$ cat config.mk
export PLATFORM = sky130hd
export DESIGN_NAME = two_class_priority_order_queue_flat
export DESIGN_NICKNAME = d
export VERILOG_FILES = /design/src/tcpoq_pkg.sv /design/src/tcpoq_if.sv /design/src/tcpoq_ctrl.sv /design/src/tcpoq_dp.sv /design/src/two_class_priority_order_queue.sv /design/src/flat_wrapper.sv
export SDC_FILE = /design/constraint.sdc
export NUM_CORES = 1
export LEC_CHECK = 0
export BUFFER_PORTS_ARGS = -buffer_cell sky130_fd_sc_hd__buf_2
export CORE_UTILIZATION = 55
export CTS_BUF_LIST = sky130_fd_sc_hd__clkbuf_16
export DETAILED_ROUTE_END_ITERATION = 7
export PLACE_DENSITY = 0.73
export SYNTH_ARGS = -nofsm -noshare
export SYNTH_HDL_FRONTEND = slang
export SYNTH_SLANG_ARGS = --single-unit
$ cat constraint.sdc
create_clock -name clk -period 6.8 [get_ports clk]
set_clock_uncertainty 0.1 [all_clocks]
set_input_delay 1.36 -clock clk [delete_from_list [all_inputs] [get_ports clk]]
set_output_delay 1.36 -clock clk [all_outputs]
set_load 0.02 [all_outputs]
$ cat src/tcpoq_pkg.sv
package tcpoq_pkg;

    localparam int HIGH_DEPTH = 4;
    localparam int LOW_DEPTH  = 8;

    localparam int HI_CNT_W = $clog2(HIGH_DEPTH + 1);
    localparam int LO_CNT_W = $clog2(LOW_DEPTH + 1);
    localparam int CNT_W    = (HI_CNT_W > LO_CNT_W) ? HI_CNT_W : LO_CNT_W;
    localparam int HI_PTR_W = (HIGH_DEPTH > 1) ? $clog2(HIGH_DEPTH) : 1;
    localparam int LO_PTR_W = (LOW_DEPTH > 1) ? $clog2(LOW_DEPTH) : 1;
    localparam int PTR_W    = (HI_PTR_W > LO_PTR_W) ? HI_PTR_W : LO_PTR_W;

    localparam int KIND_W     = 2;
    localparam int STATUS_W   = 3;
    localparam int ID_W       = 16;
    localparam int ITEM_W     = 8;
    localparam int QTY_W      = 16;
    localparam int CFG_IDX_W  = 2;
    localparam int CFG_DATA_W = 16;

    localparam logic [ID_W-1:0]   FIRST_ID_RESET   = 16'd100;
    localparam logic [ITEM_W-1:0] ITEM_COUNT_RESET = 8'd18;

    typedef enum logic [KIND_W-1:0] {
        KIND_PLACE  = 2'd0,
        KIND_SERVE  = 2'd1,
        KIND_CANCEL = 2'd2
    } kind_t;

    typedef enum logic [STATUS_W-1:0] {
        ST_PLACED    = 3'd0,
        ST_FULL      = 3'd1,
        ST_INVALID   = 3'd2,
        ST_SERVED    = 3'd3,
        ST_EMPTY     = 3'd4,
        ST_CANCELLED = 3'd5,
        ST_NOT_FOUND = 3'd6
    } status_t;

    typedef enum logic [CFG_IDX_W-1:0] {
        REG_FIRST_ORDER_ID = 2'd0,
        REG_ITEM_COUNT     = 2'd1
    } cfg_reg_t;

    typedef struct packed {
        logic [ID_W-1:0]   id;
        logic [ITEM_W-1:0] item;
        logic [QTY_W-1:0]  qty;
    } entry_t;

    typedef enum logic [2:0] {
        S_IDLE,
        S_EXEC,
        S_SERVE_POP,
        S_SCAN_CHK,
        S_SCAN_CMP,
        S_SHIFT_CHK,
        S_SHIFT_WR,
        S_FINISH
    } state_t;

    typedef struct packed {
        logic in_ready;
        logic exec_place;
        logic exec_invalid;
        logic serve_rd;
        logic serve_pop;
        logic serve_empty;
        logic scan_start_high;
        logic scan_start_low;
        logic scan_next;
        logic shift_rd;
        logic shift_wr;
        logic cancel_done;
        logic not_found;
        logic out_load;
    } cmd_t;

    typedef struct packed {
        logic  in_valid;
        kind_t kind;
        logic  any_nz;
        logic  sel_high;
        logic  scan_end;
        logic  shift_end;
        logic  match;
        logic  out_busy;
    } stat_t;

endpackage

$ cat src/tcpoq_if.sv
interface tcpoq_req_if import tcpoq_pkg::*; ();
    logic              valid;
    logic              ready;
    logic [KIND_W-1:0] kind;
    logic              is_high_class;
    logic [ITEM_W-1:0] item_number;
    logic [QTY_W-1:0]  quantity;
    logic [ID_W-1:0]   cancel_id;

    modport source (output valid, kind, is_high_class, item_number, quantity, cancel_id,
                    input ready);
    modport sink (input valid, kind, is_high_class, item_number, quantity, cancel_id,
                  output ready);
endinterface

interface tcpoq_rsp_if import tcpoq_pkg::*; ();
    logic                valid;
    logic                ready;
    logic [STATUS_W-1:0] status;
    logic [ID_W-1:0]     order_id;
    logic                from_high_class;
    logic [ITEM_W-1:0]   served_item;
    logic [QTY_W-1:0]    served_quantity;

    modport source (output valid, status, order_id, from_high_class, served_item,
                    served_quantity, input ready);
    modport sink (input valid, status, order_id, from_high_class, served_item,
                  served_quantity, output ready);
endinterface

interface tcpoq_cfg_if import tcpoq_pkg::*; ();
    logic                  valid;
    logic                  ready;
    logic [CFG_IDX_W-1:0]  index;
    logic [CFG_DATA_W-1:0] data;

    modport source (output valid, index, data, input ready);
    modport sink (input valid, index, data, output ready);
endinterface

$ cat src/tcpoq_ctrl.sv
module tcpoq_ctrl import tcpoq_pkg::*; (
    input  logic  clk,
    input  logic  rst_n,
    input  stat_t stat,
    output cmd_t  cmd
);

    state_t state_reg;
    state_t state_next;

    always_ff @(posedge clk or negedge rst_n)
    begin
        if (!rst_n)
        begin
            state_reg <= S_IDLE;
        end
        else
        begin
            state_reg <= state_next;
        end
    end

    always_comb
    begin
        state_next = state_reg;
        unique case (state_reg)
            S_IDLE:
            begin
                if (stat.in_valid)
                begin
                    state_next = S_EXEC;
                end
            end
            S_EXEC:
            begin
                unique case (stat.kind)
                    KIND_SERVE:  state_next = stat.any_nz ? S_SERVE_POP : S_FINISH;
                    KIND_CANCEL: state_next = S_SCAN_CHK;
                    default:     state_next = S_FINISH;
                endcase
            end
            S_SERVE_POP: state_next = S_FINISH;
            S_SCAN_CHK:
            begin
                if (!stat.scan_end)
                begin
                    state_next = S_SCAN_CMP;
                end
                else if (!stat.sel_high)
                begin
                    state_next = S_FINISH;
                end
            end
            S_SCAN_CMP:  state_next = stat.match ? S_SHIFT_CHK : S_SCAN_CHK;
            S_SHIFT_CHK: state_next = stat.shift_end ? S_FINISH : S_SHIFT_WR;
            S_SHIFT_WR:  state_next = S_SHIFT_CHK;
            S_FINISH:
            begin
                if (!stat.out_busy)
                begin
                    state_next = S_IDLE;
                end
            end
            default:     state_next = S_IDLE;
        endcase
    end

    always_comb
    begin
        cmd = '0;
        unique case (state_reg)
            S_IDLE: cmd.in_ready = 1'b1;
            S_EXEC:
            begin
                unique case (stat.kind)
                    KIND_PLACE:  cmd.exec_place = 1'b1;
                    KIND_SERVE:
                    begin
                        cmd.serve_rd    = stat.any_nz;
                        cmd.serve_empty = !stat.any_nz;
                    end
                    KIND_CANCEL: cmd.scan_start_high = 1'b1;
                    default:     cmd.exec_invalid = 1'b1;
                endcase
            end
            S_SERVE_POP: cmd.serve_pop = 1'b1;
            S_SCAN_CHK:
            begin
                cmd.scan_start_low = stat.scan_end && stat.sel_high;
                cmd.not_found      = stat.scan_end && !stat.sel_high;
            end
            S_SCAN_CMP:  cmd.scan_next = !stat.match;
            S_SHIFT_CHK:
            begin
                cmd.cancel_done = stat.shift_end;
                cmd.shift_rd    = !stat.shift_end;
            end
            S_SHIFT_WR:  cmd.shift_wr = 1'b1;
            S_FINISH:    cmd.out_load = !stat.out_busy;
            default:     cmd = '0;
        endcase
    end

endmodule

$ cat src/tcpoq_dp.sv
module tcpoq_dp import tcpoq_pkg::*; (
    input  logic       clk,
    input  logic       rst_n,
    tcpoq_req_if.sink  req,
    tcpoq_rsp_if.source rsp,
    tcpoq_cfg_if.sink  cfg,
    input  cmd_t       cmd,
    output stat_t      stat
);

    function automatic logic [HI_PTR_W-1:0] hi_inc(input logic [HI_PTR_W-1:0] p);
        return (p == HI_PTR_W'(HIGH_DEPTH - 1)) ? '0 : HI_PTR_W'(p + 1'b1);
    endfunction

    function automatic logic [HI_PTR_W-1:0] hi_dec(input logic [HI_PTR_W-1:0] p);
        return (p == '0) ? HI_PTR_W'(HIGH_DEPTH - 1) : HI_PTR_W'(p - 1'b1);
    endfunction

    function automatic logic [LO_PTR_W-1:0] lo_inc(input logic [LO_PTR_W-1:0] p);
        return (p == LO_PTR_W'(LOW_DEPTH - 1)) ? '0 : LO_PTR_W'(p + 1'b1);
    endfunction

    function automatic logic [LO_PTR_W-1:0] lo_dec(input logic [LO_PTR_W-1:0] p);
        return (p == '0) ? LO_PTR_W'(LOW_DEPTH - 1) : LO_PTR_W'(p - 1'b1);
    endfunction

    logic [KIND_W-1:0] kind_reg;
    logic              cls_reg;
    logic [ITEM_W-1:0] item_reg;
    logic [QTY_W-1:0]  qty_reg;
    logic [ID_W-1:0]   cid_reg;

    logic [ID_W-1:0]   next_id_reg, next_id_next;
    logic [ITEM_W-1:0] item_count_reg, item_count_next;

    logic [HI_PTR_W-1:0] hi_head_reg, hi_head_next, hi_tail_reg, hi_tail_next;
    logic [HI_CNT_W-1:0] hi_count_reg, hi_count_next;
    logic [LO_PTR_W-1:0] lo_head_reg, lo_head_next, lo_tail_reg, lo_tail_next;
    logic [LO_CNT_W-1:0] lo_count_reg, lo_count_next;

    logic             sel_high_reg, sel_high_next;
    logic [PTR_W-1:0] ptr_reg, ptr_next;
    logic [CNT_W-1:0] k_reg, k_next;

    entry_t hi_mem [HIGH_DEPTH];
    entry_t lo_mem [LOW_DEPTH];
    entry_t hi_rdata_reg, lo_rdata_reg;

    status_t           wk_status_reg, wk_status_next;
    logic [ID_W-1:0]   wk_oid_reg, wk_oid_next;
    logic              wk_cls_reg, wk_cls_next;
    logic [ITEM_W-1:0] wk_item_reg, wk_item_next;
    logic [QTY_W-1:0]  wk_qty_reg, wk_qty_next;

    logic              out_valid_reg, out_valid_next;
    status_t           out_status_reg;
    logic [ID_W-1:0]   out_oid_reg;
    logic              out_cls_reg;
    logic [ITEM_W-1:0] out_item_reg;
    logic [QTY_W-1:0]  out_qty_reg;

    logic                load;
    logic [HI_PTR_W-1:0] hi_ptr;
    logic [LO_PTR_W-1:0] lo_ptr;
    logic [PTR_W-1:0]    ptr_inc;
    entry_t              rdata_sel;
    entry_t              new_entry;
    logic [CNT_W-1:0]    count_sel;
    logic                place_ok;
    logic                hi_full;
    logic                lo_full;
    logic                place_full;
    logic                push_hi;
    logic                push_lo;
    logic                hi_we;
    logic                lo_we;
    logic [HI_PTR_W-1:0] hi_waddr, hi_raddr;
    logic [LO_PTR_W-1:0] lo_waddr, lo_raddr;
    entry_t              hi_wdata, lo_wdata;

    assign load      = req.valid && cmd.in_ready;
    assign req.ready = cmd.in_ready;
    assign cfg.ready = 1'b1;

    assign hi_ptr    = ptr_reg[HI_PTR_W-1:0];
    assign lo_ptr    = ptr_reg[LO_PTR_W-1:0];
    assign ptr_inc   = sel_high_reg ? PTR_W'(hi_inc(hi_ptr)) : PTR_W'(lo_inc(lo_ptr));
    assign rdata_sel = sel_high_reg ? hi_rdata_reg : lo_rdata_reg;
    assign count_sel = sel_high_reg ? CNT_W'(hi_count_reg) : CNT_W'(lo_count_reg);

    assign place_ok   = (item_reg != '0) && (item_reg <= item_count_reg) && (qty_reg != '0);
    assign hi_full    = hi_count_reg == HI_CNT_W'(HIGH_DEPTH);
    assign lo_full    = lo_count_reg == LO_CNT_W'(LOW_DEPTH);
    assign place_full = cls_reg ? hi_full : lo_full;
    assign push_hi    = cmd.exec_place && place_ok && cls_reg && !hi_full;
    assign push_lo    = cmd.exec_place && place_ok && !cls_reg && !lo_full;
    assign new_entry  = '{id: next_id_reg, item: item_reg, qty: qty_reg};

    assign hi_raddr = cmd.serve_rd ? hi_head_reg : (cmd.shift_rd ? hi_inc(hi_ptr) : hi_ptr);
    assign lo_raddr = cmd.serve_rd ? lo_head_reg : (cmd.shift_rd ? lo_inc(lo_ptr) : lo_ptr);

    assign hi_we    = push_hi || (cmd.shift_wr && sel_high_reg);
    assign lo_we    = push_lo || (cmd.shift_wr && !sel_high_reg);
    assign hi_waddr = cmd.shift_wr ? hi_ptr : hi_tail_reg;
    assign lo_waddr = cmd.shift_wr ? lo_ptr : lo_tail_reg;
    assign hi_wdata = cmd.shift_wr ? rdata_sel : new_entry;
    assign lo_wdata = cmd.shift_wr ? rdata_sel : new_entry;

    always_ff @(posedge clk)
    begin
        if (hi_we)
        begin
            hi_mem[hi_waddr] <= hi_wdata;
        end
        hi_rdata_reg <= hi_mem[hi_raddr];
    end

    always_ff @(posedge clk)
    begin
        if (lo_we)
        begin
            lo_mem[lo_waddr] <= lo_wdata;
        end
        lo_rdata_reg <= lo_mem[lo_raddr];
    end

    always_comb
    begin
        next_id_next    = next_id_reg;
        item_count_next = item_count_reg;
        if (cfg.valid && (cfg.index == REG_FIRST_ORDER_ID))
        begin
            next_id_next = cfg.data[ID_W-1:0];
        end
        else if (cmd.exec_place && place_ok)
        begin
            next_id_next = ID_W'(next_id_reg + 1'b1);
        end
        if (cfg.valid && (cfg.index == REG_ITEM_COUNT))
        begin
            item_count_next = cfg.data[ITEM_W-1:0];
        end
    end

    always_comb
    begin
        hi_head_next  = hi_head_reg;
        hi_tail_next  = hi_tail_reg;
        hi_count_next = hi_count_reg;
        lo_head_next  = lo_head_reg;
        lo_tail_next  = lo_tail_reg;
        lo_count_next = lo_count_reg;
        if (push_hi)
        begin
            hi_tail_next  = hi_inc(hi_tail_reg);
            hi_count_next = HI_CNT_W'(hi_count_reg + 1'b1);
        end
        if (push_lo)
        begin
            lo_tail_next  = lo_inc(lo_tail_reg);
            lo_count_next = LO_CNT_W'(lo_count_reg + 1'b1);
        end
        if (cmd.serve_pop && sel_high_reg)
        begin
            hi_head_next  = hi_inc(hi_head_reg);
            hi_count_next = HI_CNT_W'(hi_count_reg - 1'b1);
        end
        if (cmd.serve_pop && !sel_high_reg)
        begin
            lo_head_next  = lo_inc(lo_head_reg);
            lo_count_next = LO_CNT_W'(lo_count_reg - 1'b1);
        end
        if (cmd.cancel_done && sel_high_reg)
        begin
            hi_tail_next  = hi_dec(hi_tail_reg);
            hi_count_next = HI_CNT_W'(hi_count_reg - 1'b1);
        end
        if (cmd.cancel_done && !sel_high_reg)
        begin
            lo_tail_next  = lo_dec(lo_tail_reg);
            lo_count_next = LO_CNT_W'(lo_count_reg - 1'b1);
        end
    end

    always_comb
    begin
        sel_high_next = sel_high_reg;
        ptr_next      = ptr_reg;
        k_next        = k_reg;
        if (cmd.serve_rd)
        begin
            sel_high_next = hi_count_reg != '0;
        end
        if (cmd.scan_start_high)
        begin
            sel_high_next = 1'b1;
            ptr_next      = PTR_W'(hi_head_reg);
            k_next        = '0;
        end
        if (cmd.scan_start_low)
        begin
            sel_high_next = 1'b0;
            ptr_next      = PTR_W'(lo_head_reg);
            k_next        = '0;
        end
        if (cmd.scan_next || cmd.shift_wr)
        begin
            ptr_next = ptr_inc;
            k_next   = CNT_W'(k_reg + 1'b1);
        end
    end

    always_comb
    begin
        wk_status_next = wk_status_reg;
        wk_oid_next    = wk_oid_reg;
        wk_cls_next    = wk_cls_reg;
        wk_item_next   = wk_item_reg;
        wk_qty_next    = wk_qty_reg;
        if (cmd.exec_place || cmd.exec_invalid || cmd.serve_empty || cmd.not_found ||
            cmd.cancel_done || cmd.serve_pop)
        begin
            wk_status_next = ST_INVALID;
            wk_oid_next    = '0;
            wk_cls_next    = 1'b0;
            wk_item_next   = '0;
            wk_qty_next    = '0;
        end
        if (cmd.exec_place && place_ok)
        begin
            wk_status_next = place_full ? ST_FULL : ST_PLACED;
            wk_oid_next    = next_id_reg;
            wk_cls_next    = cls_reg;
        end
        if (cmd.serve_empty)
        begin
            wk_status_next = ST_EMPTY;
        end
        if (cmd.serve_pop)
        begin
            wk_status_next = ST_SERVED;
            wk_oid_next    = rdata_sel.id;
            wk_cls_next    = sel_high_reg;
            wk_item_next   = rdata_sel.item;
            wk_qty_next    = rdata_sel.qty;
        end
        if (cmd.cancel_done)
        begin
            wk_status_next = ST_CANCELLED;
            wk_oid_next    = cid_reg;
            wk_cls_next    = sel_high_reg;
        end
        if (cmd.not_found)
        begin
            wk_status_next = ST_NOT_FOUND;
            wk_oid_next    = cid_reg;
        end
    end

    always_comb
    begin
        out_valid_next = out_valid_reg;
        if (rsp.ready)
        begin
            out_valid_next = 1'b0;
        end
        if (cmd.out_load)
        begin
            out_valid_next = 1'b1;
        end
    end

    always_ff @(posedge clk or negedge rst_n)
    begin
        if (!rst_n)
        begin
            next_id_reg    <= FIRST_ID_RESET;
            item_count_reg <= ITEM_COUNT_RESET;
            hi_head_reg    <= '0;
            hi_tail_reg    <= '0;
            hi_count_reg   <= '0;
            lo_head_reg    <= '0;
            lo_tail_reg    <= '0;
            lo_count_reg   <= '0;
            sel_high_reg   <= 1'b0;
            ptr_reg        <= '0;
            k_reg          <= '0;
            out_valid_reg  <= 1'b0;
        end
        else
        begin
            next_id_reg    <= next_id_next;
            item_count_reg <= item_count_next;
            hi_head_reg    <= hi_head_next;
            hi_tail_reg    <= hi_tail_next;
            hi_count_reg   <= hi_count_next;
            lo_head_reg    <= lo_head_next;
            lo_tail_reg    <= lo_tail_next;
            lo_count_reg   <= lo_count_next;
            sel_high_reg   <= sel_high_next;
            ptr_reg        <= ptr_next;
            k_reg          <= k_next;
            out_valid_reg  <= out_valid_next;
        end
    end

    always_ff @(posedge clk)
    begin
        if (load)
        begin
            kind_reg <= req.kind;
            cls_reg  <= req.is_high_class;
            item_reg <= req.item_number;
            qty_reg  <= req.quantity;
            cid_reg  <= req.cancel_id;
        end
        wk_status_reg <= wk_status_next;
        wk_oid_reg    <= wk_oid_next;
        wk_cls_reg    <= wk_cls_next;
        wk_item_reg   <= wk_item_next;
        wk_qty_reg    <= wk_qty_next;
        if (cmd.out_load)
        begin
            out_status_reg <= wk_status_reg;
            out_oid_reg    <= wk_oid_reg;
            out_cls_reg    <= wk_cls_reg;
            out_item_reg   <= wk_item_reg;
            out_qty_reg    <= wk_qty_reg;
        end
    end

    assign rsp.valid           = out_valid_reg;
    assign rsp.status          = out_status_reg;
    assign rsp.order_id        = out_oid_reg;
    assign rsp.from_high_class = out_cls_reg;
    assign rsp.served_item     = out_item_reg;
    assign rsp.served_quantity = out_qty_reg;

    assign stat.in_valid  = req.valid;
    assign stat.kind      = kind_t'(kind_reg);
    assign stat.any_nz    = (hi_count_reg != '0) || (lo_count_reg != '0);
    assign stat.sel_high  = sel_high_reg;
    assign stat.scan_end  = k_reg == count_sel;
    assign stat.shift_end = CNT_W'(k_reg + 1'b1) == count_sel;
    assign stat.match     = rdata_sel.id == cid_reg;
    assign stat.out_busy  = out_valid_reg && !rsp.ready;

endmodule

$ cat src/two_class_priority_order_queue.sv
// Two-class order queue: place, serve (high class first) and cancel-by-id requests enter
// on req, one result per request leaves on rsp, and cfg writes the first order id (index 0,
// also reloads the id counter) and the largest valid item number (index 1). One request is
// worked at a time; a finished result waits in the rsp output register while the next
// request is taken. Cancel walks the stored entries one at a time through the registered read
// port of each queue memory: it scans the high queue first, then the low queue if the high
// queue misses, and then moves each later entry of that queue down to close the gap. The
// user must see that configuration is written only while no request is in flight; the
// block itself does not enforce this.
module two_class_priority_order_queue import tcpoq_pkg::*; (
    input logic         clk,
    input logic         rst_n,
    tcpoq_req_if.sink   req,
    tcpoq_rsp_if.source rsp,
    tcpoq_cfg_if.sink   cfg
);

    cmd_t  cmd;
    stat_t stat;

    tcpoq_ctrl u_ctrl (
        .clk   (clk),
        .rst_n (rst_n),
        .stat  (stat),
        .cmd   (cmd)
    );

    tcpoq_dp u_dp (
        .clk   (clk),
        .rst_n (rst_n),
        .req   (req),
        .rsp   (rsp),
        .cfg   (cfg),
        .cmd   (cmd),
        .stat  (stat)
    );

endmodule

$ cat src/flat_wrapper.sv
// flat-port wrapper written by rule: the top's interface ports become plain ports
module two_class_priority_order_queue_flat import tcpoq_pkg::*;
  (clk, rst_n, req_valid, req_kind, req_is_high_class, req_item_number, req_quantity, req_cancel_id, req_ready, rsp_valid, rsp_status, rsp_order_id, rsp_from_high_class, rsp_served_item, rsp_served_quantity, rsp_ready, cfg_valid, cfg_index, cfg_data, cfg_ready);
  tcpoq_req_if req_i ();
  tcpoq_rsp_if rsp_i ();
  tcpoq_cfg_if cfg_i ();
  input logic clk;
  input logic rst_n;
  input wire logic [$bits(req_i.valid)-1:0] req_valid;
  input wire logic [$bits(req_i.kind)-1:0] req_kind;
  input wire logic [$bits(req_i.is_high_class)-1:0] req_is_high_class;
  input wire logic [$bits(req_i.item_number)-1:0] req_item_number;
  input wire logic [$bits(req_i.quantity)-1:0] req_quantity;
  input wire logic [$bits(req_i.cancel_id)-1:0] req_cancel_id;
  output wire logic [$bits(req_i.ready)-1:0] req_ready;
  output wire logic [$bits(rsp_i.valid)-1:0] rsp_valid;
  output wire logic [$bits(rsp_i.status)-1:0] rsp_status;
  output wire logic [$bits(rsp_i.order_id)-1:0] rsp_order_id;
  output wire logic [$bits(rsp_i.from_high_class)-1:0] rsp_from_high_class;
  output wire logic [$bits(rsp_i.served_item)-1:0] rsp_served_item;
  output wire logic [$bits(rsp_i.served_quantity)-1:0] rsp_served_quantity;
  input wire logic [$bits(rsp_i.ready)-1:0] rsp_ready;
  input wire logic [$bits(cfg_i.valid)-1:0] cfg_valid;
  input wire logic [$bits(cfg_i.index)-1:0] cfg_index;
  input wire logic [$bits(cfg_i.data)-1:0] cfg_data;
  output wire logic [$bits(cfg_i.ready)-1:0] cfg_ready;
  assign req_i.valid = req_valid;
  assign req_i.kind = req_kind;
  assign req_i.is_high_class = req_is_high_class;
  assign req_i.item_number = req_item_number;
  assign req_i.quantity = req_quantity;
  assign req_i.cancel_id = req_cancel_id;
  assign req_ready = req_i.ready;
  assign rsp_valid = rsp_i.valid;
  assign rsp_status = rsp_i.status;
  assign rsp_order_id = rsp_i.order_id;
  assign rsp_from_high_class = rsp_i.from_high_class;
  assign rsp_served_item = rsp_i.served_item;
  assign rsp_served_quantity = rsp_i.served_quantity;
  assign rsp_i.ready = rsp_ready;
  assign cfg_i.valid = cfg_valid;
  assign cfg_i.index = cfg_index;
  assign cfg_i.data = cfg_data;
  assign cfg_ready = cfg_i.ready;
  two_class_priority_order_queue u_core (.clk(clk), .rst_n(rst_n), .req(req_i), .rsp(rsp_i), .cfg(cfg_i));
endmodule
==> metrics.txt <==
status=complete, no violations; Cell variety after synth=69; vias in the first global route=18413; crit path max fanout=38; clock root cell=clkbuf_16; layout cells sized above 1=21.46%; first-pass GRT wire length=106200 um; Worst-path clk slew=0.06 ns; Gate power share=38.0%; maximum VDD drop=0.4023 mV; initial antenna violation count=2; htree depth=3; DRC errors left=0; Int Pwr=0.01106 W; Post-synth EDFFs=608; Tmin final=4.448 ns; Bufs on Longest Clock Path=3; count of input and output buffers=111; Worst setup SP type=flip-flop; n_diodes=0; clock sinks=744; Placed Area=31690 um^2; Worst EP arrival=4.63 ns; drt first pass iters=7; Post-CTS Hold Buffers=0; DRT Wirelength=69280 um; syn_area_per_cell=14.31 um^2; synthesized flop and latch total=744; Post-Synth XOR/XNOR Area=1.289%; max FFs per register=320; area share of the largest cell type after synthesis=60.30%; fmax=224.8 MHz; Synthesized Nets=2213; register area=21260 um^2; total grt overflow=0; min-delay worst type=reg2reg; final net count=2309; Async S/R FF share, synth=7.124%; sequential share of the synthesized area=70.18%; Synth Area in Compound Gates=15.60%; maxcap violations=0; clock group share of total power=23.3%; final worst path period share=65.41%; Initial Utilization=55.94%; hold slack=0.3106 ns; largest family of logic cells by synthesized area=compound AO/OA/AOI/OAI gates; Largest regs=u_core.u_dp.lo_mem x320, u_core.u_dp.hi_mem x160; top_reg_cell synth=edfxtp_1; Finished Cell Area=34140 um^2; Static Leakage=12.04 nW; gpl congestion=0.8570; top post-synthesis cells by area=edfxtp_1 60%, dfxtp_1 5.5%, a31o_2 4.5%; Post-Synth Simple-Gate Area=5.591%; Pwr per Cell Area=511.9 nW/um^2; Setup CP Type=reg2reg; Die Y=236.6 um; Finished Core Util=63.06%; post-layout power=0.01748 W; HPWL after DPL=40760 um; largest net degree at the start of global routing=165; Synth Instances=2116; Synth Area in Adders=1.281%; Area Overhead vs Synth=12.74%; Die ar.=56000 um^2; CTS tree=built; most frequent cells after synthesis=608 x edfxtp_1, 162 x nand2_1, 157 x a31o_2; RSZ-0062 raised after global routing=no; largest reg by FF count=u_core.u_dp.lo_mem; post-cts sizing count=0; switch share=36.69%; Syn. warnings=0; vias per cell=6.243; antenna viol nets, final=0; CP required=6.98 ns; Avg WL per Cell=23.33 um; # IOs=113; switching power=0.006412 W; routed vias=18542; Final setup viols=0; Reg power frac=38.7%; width of the die=236.6 um; CP Capture Type=flip-flop; drt first-iter violations=1715; final max-slew violation count=0; Worst Max-Slew Pin Slew=1.350 ns; Post-CTS Setup Repair Bufs=0; core area=54130 um^2; count leader, synth=edfxtp_1; Final Hold Viols=0; CTS Buf Count=75; row cnt=85; Slew Limit Headroom=9.064%; total negative slack=0 ns; worst-skew pair later-pin latency=0.61 ns; Synth area leader=edfxtp_1; # fillers=3844; GRT Overall Usage=24.77%; Netlist Area Pre-Place=30280 um^2; multiplexer area fraction after synthesis=3.529%; Multi-input gate area=8411 um^2
## layer usage
metal / vias up / part of all wire, % / global-route usage (%)
met3: 134 / 6.2 / 3.870
met5: - / 0.019 / 0
met2: 661 / 48 / 40.55
met4: 2 / 2.9 / 8.953
li1: 8365 / - / -
met1: 9380 / 42 / 33.74
## final timing paths
| check | cells after the start | slack, ns | start | endpoint |
|---|---|---|---|---|
| worst max-delay path | 11 | 2.35 | u_core.u_dp.item_count_reg[1] | u_core.u_dp.hi_mem[1][29] |
| worst min-delay path | 0 | 0.31 | u_core.u_dp.wk_qty_reg[8] | u_core.u_dp.rsp.served_quantity[8] |
| worst max register to register | 11 | 2.35 | u_core.u_dp.item_count_reg[1] | u_core.u_dp.hi_mem[1][29] |
| worst min register to register | 0 | 0.31 | u_core.u_dp.wk_qty_reg[8] | u_core.u_dp.rsp.served_quantity[8] |
| max in group asynchronous | 2 | 5.23 | rst_n | u_core.u_dp.sel_high_reg |
| min in group asynchronous | 2 | 0.80 | rst_n | u_core.u_dp.rsp.valid |
## worst max-delay path, cell delays in order, from the launching register on
cell      delay [ns]
dfstp_2         0.53
inv_1           0.05
ha_1            0.27
and3_1          0.16
a221o_1         0.36
a221oi_1        0.31
o21a_1          0.14
buf_4           0.35
nand3_1         0.29
o32ai_1         0.23
nor2b_4         0.85
buf_4           0.43
## final cells by class
class | count | area share (%)
clock buffers | 81 | 5.938
clock inverters | 58 | 1.228
inverters | 35 | 0.3848
multi-input cells | 1186 | 24.64
flip-flops and latches | 744 | 62.26
well taps | 696 | 2.551
repair buffers | 170 | 2.998
## through the flow
step / cells / setup slack [ns]
3_5_place_dp: 2831 / 2.250
4_1_cts: 2970 / 2.217
5_1_grt: 2970 / 1.957
3_3_place_gp: 2831 / 2.291
2_1_floorplan: 2116 / 2.133
6_report: 2970 / 2.352
## cell usage in the layout (no fill, tap or decap), types with 13 or more instances in the layout
master / count
clkbuf_16: 81
mux2i_1: 89
dfxtp_1: 83
clkinv_1: 14
and3_1: 13
inv_1: 50
xor2_1: 14
nand2_1: 161
ha_1: 31
and2_1: 45
a31o_2: 157
clkinv_2: 18
xnor2_1: 28
a22oi_1: 16
a21oi_1: 13
o21ai_0: 76
a31oi_1: 47
buf_2: 111
a211oi_1: 43
nand3_1: 21
dfrtp_1: 47
nor2_1: 50
edfxtp_1: 608
a21boi_0: 149
o22ai_1: 79
buf_4: 57
mux2_2: 14
## power groups by stage
stage / combinational (W) / sequential (W) / clock [W]
finish: 0.00664 / 0.00677 / 0.00407
global route: 0.00721 / 0.00683 / 0.00429
CTS: 0.00661 / 0.00676 / 0.00412
detailed placement: 0.00655 / 0.00684 / 0
global placement: 0.00632 / 0.00681 / 0
floorplan: 0.00469 / 0.00673 / 0
## kinds of logic after synthesis
group | Yosys count
compound gates | 646
xor+xnor | 43
fa+ha+maj | 31
buf+inv | 186
flops | 744
mux | 105
other cells | 1
simple gates | 360
Note: power is estimated with default switching activity, not from simulation.
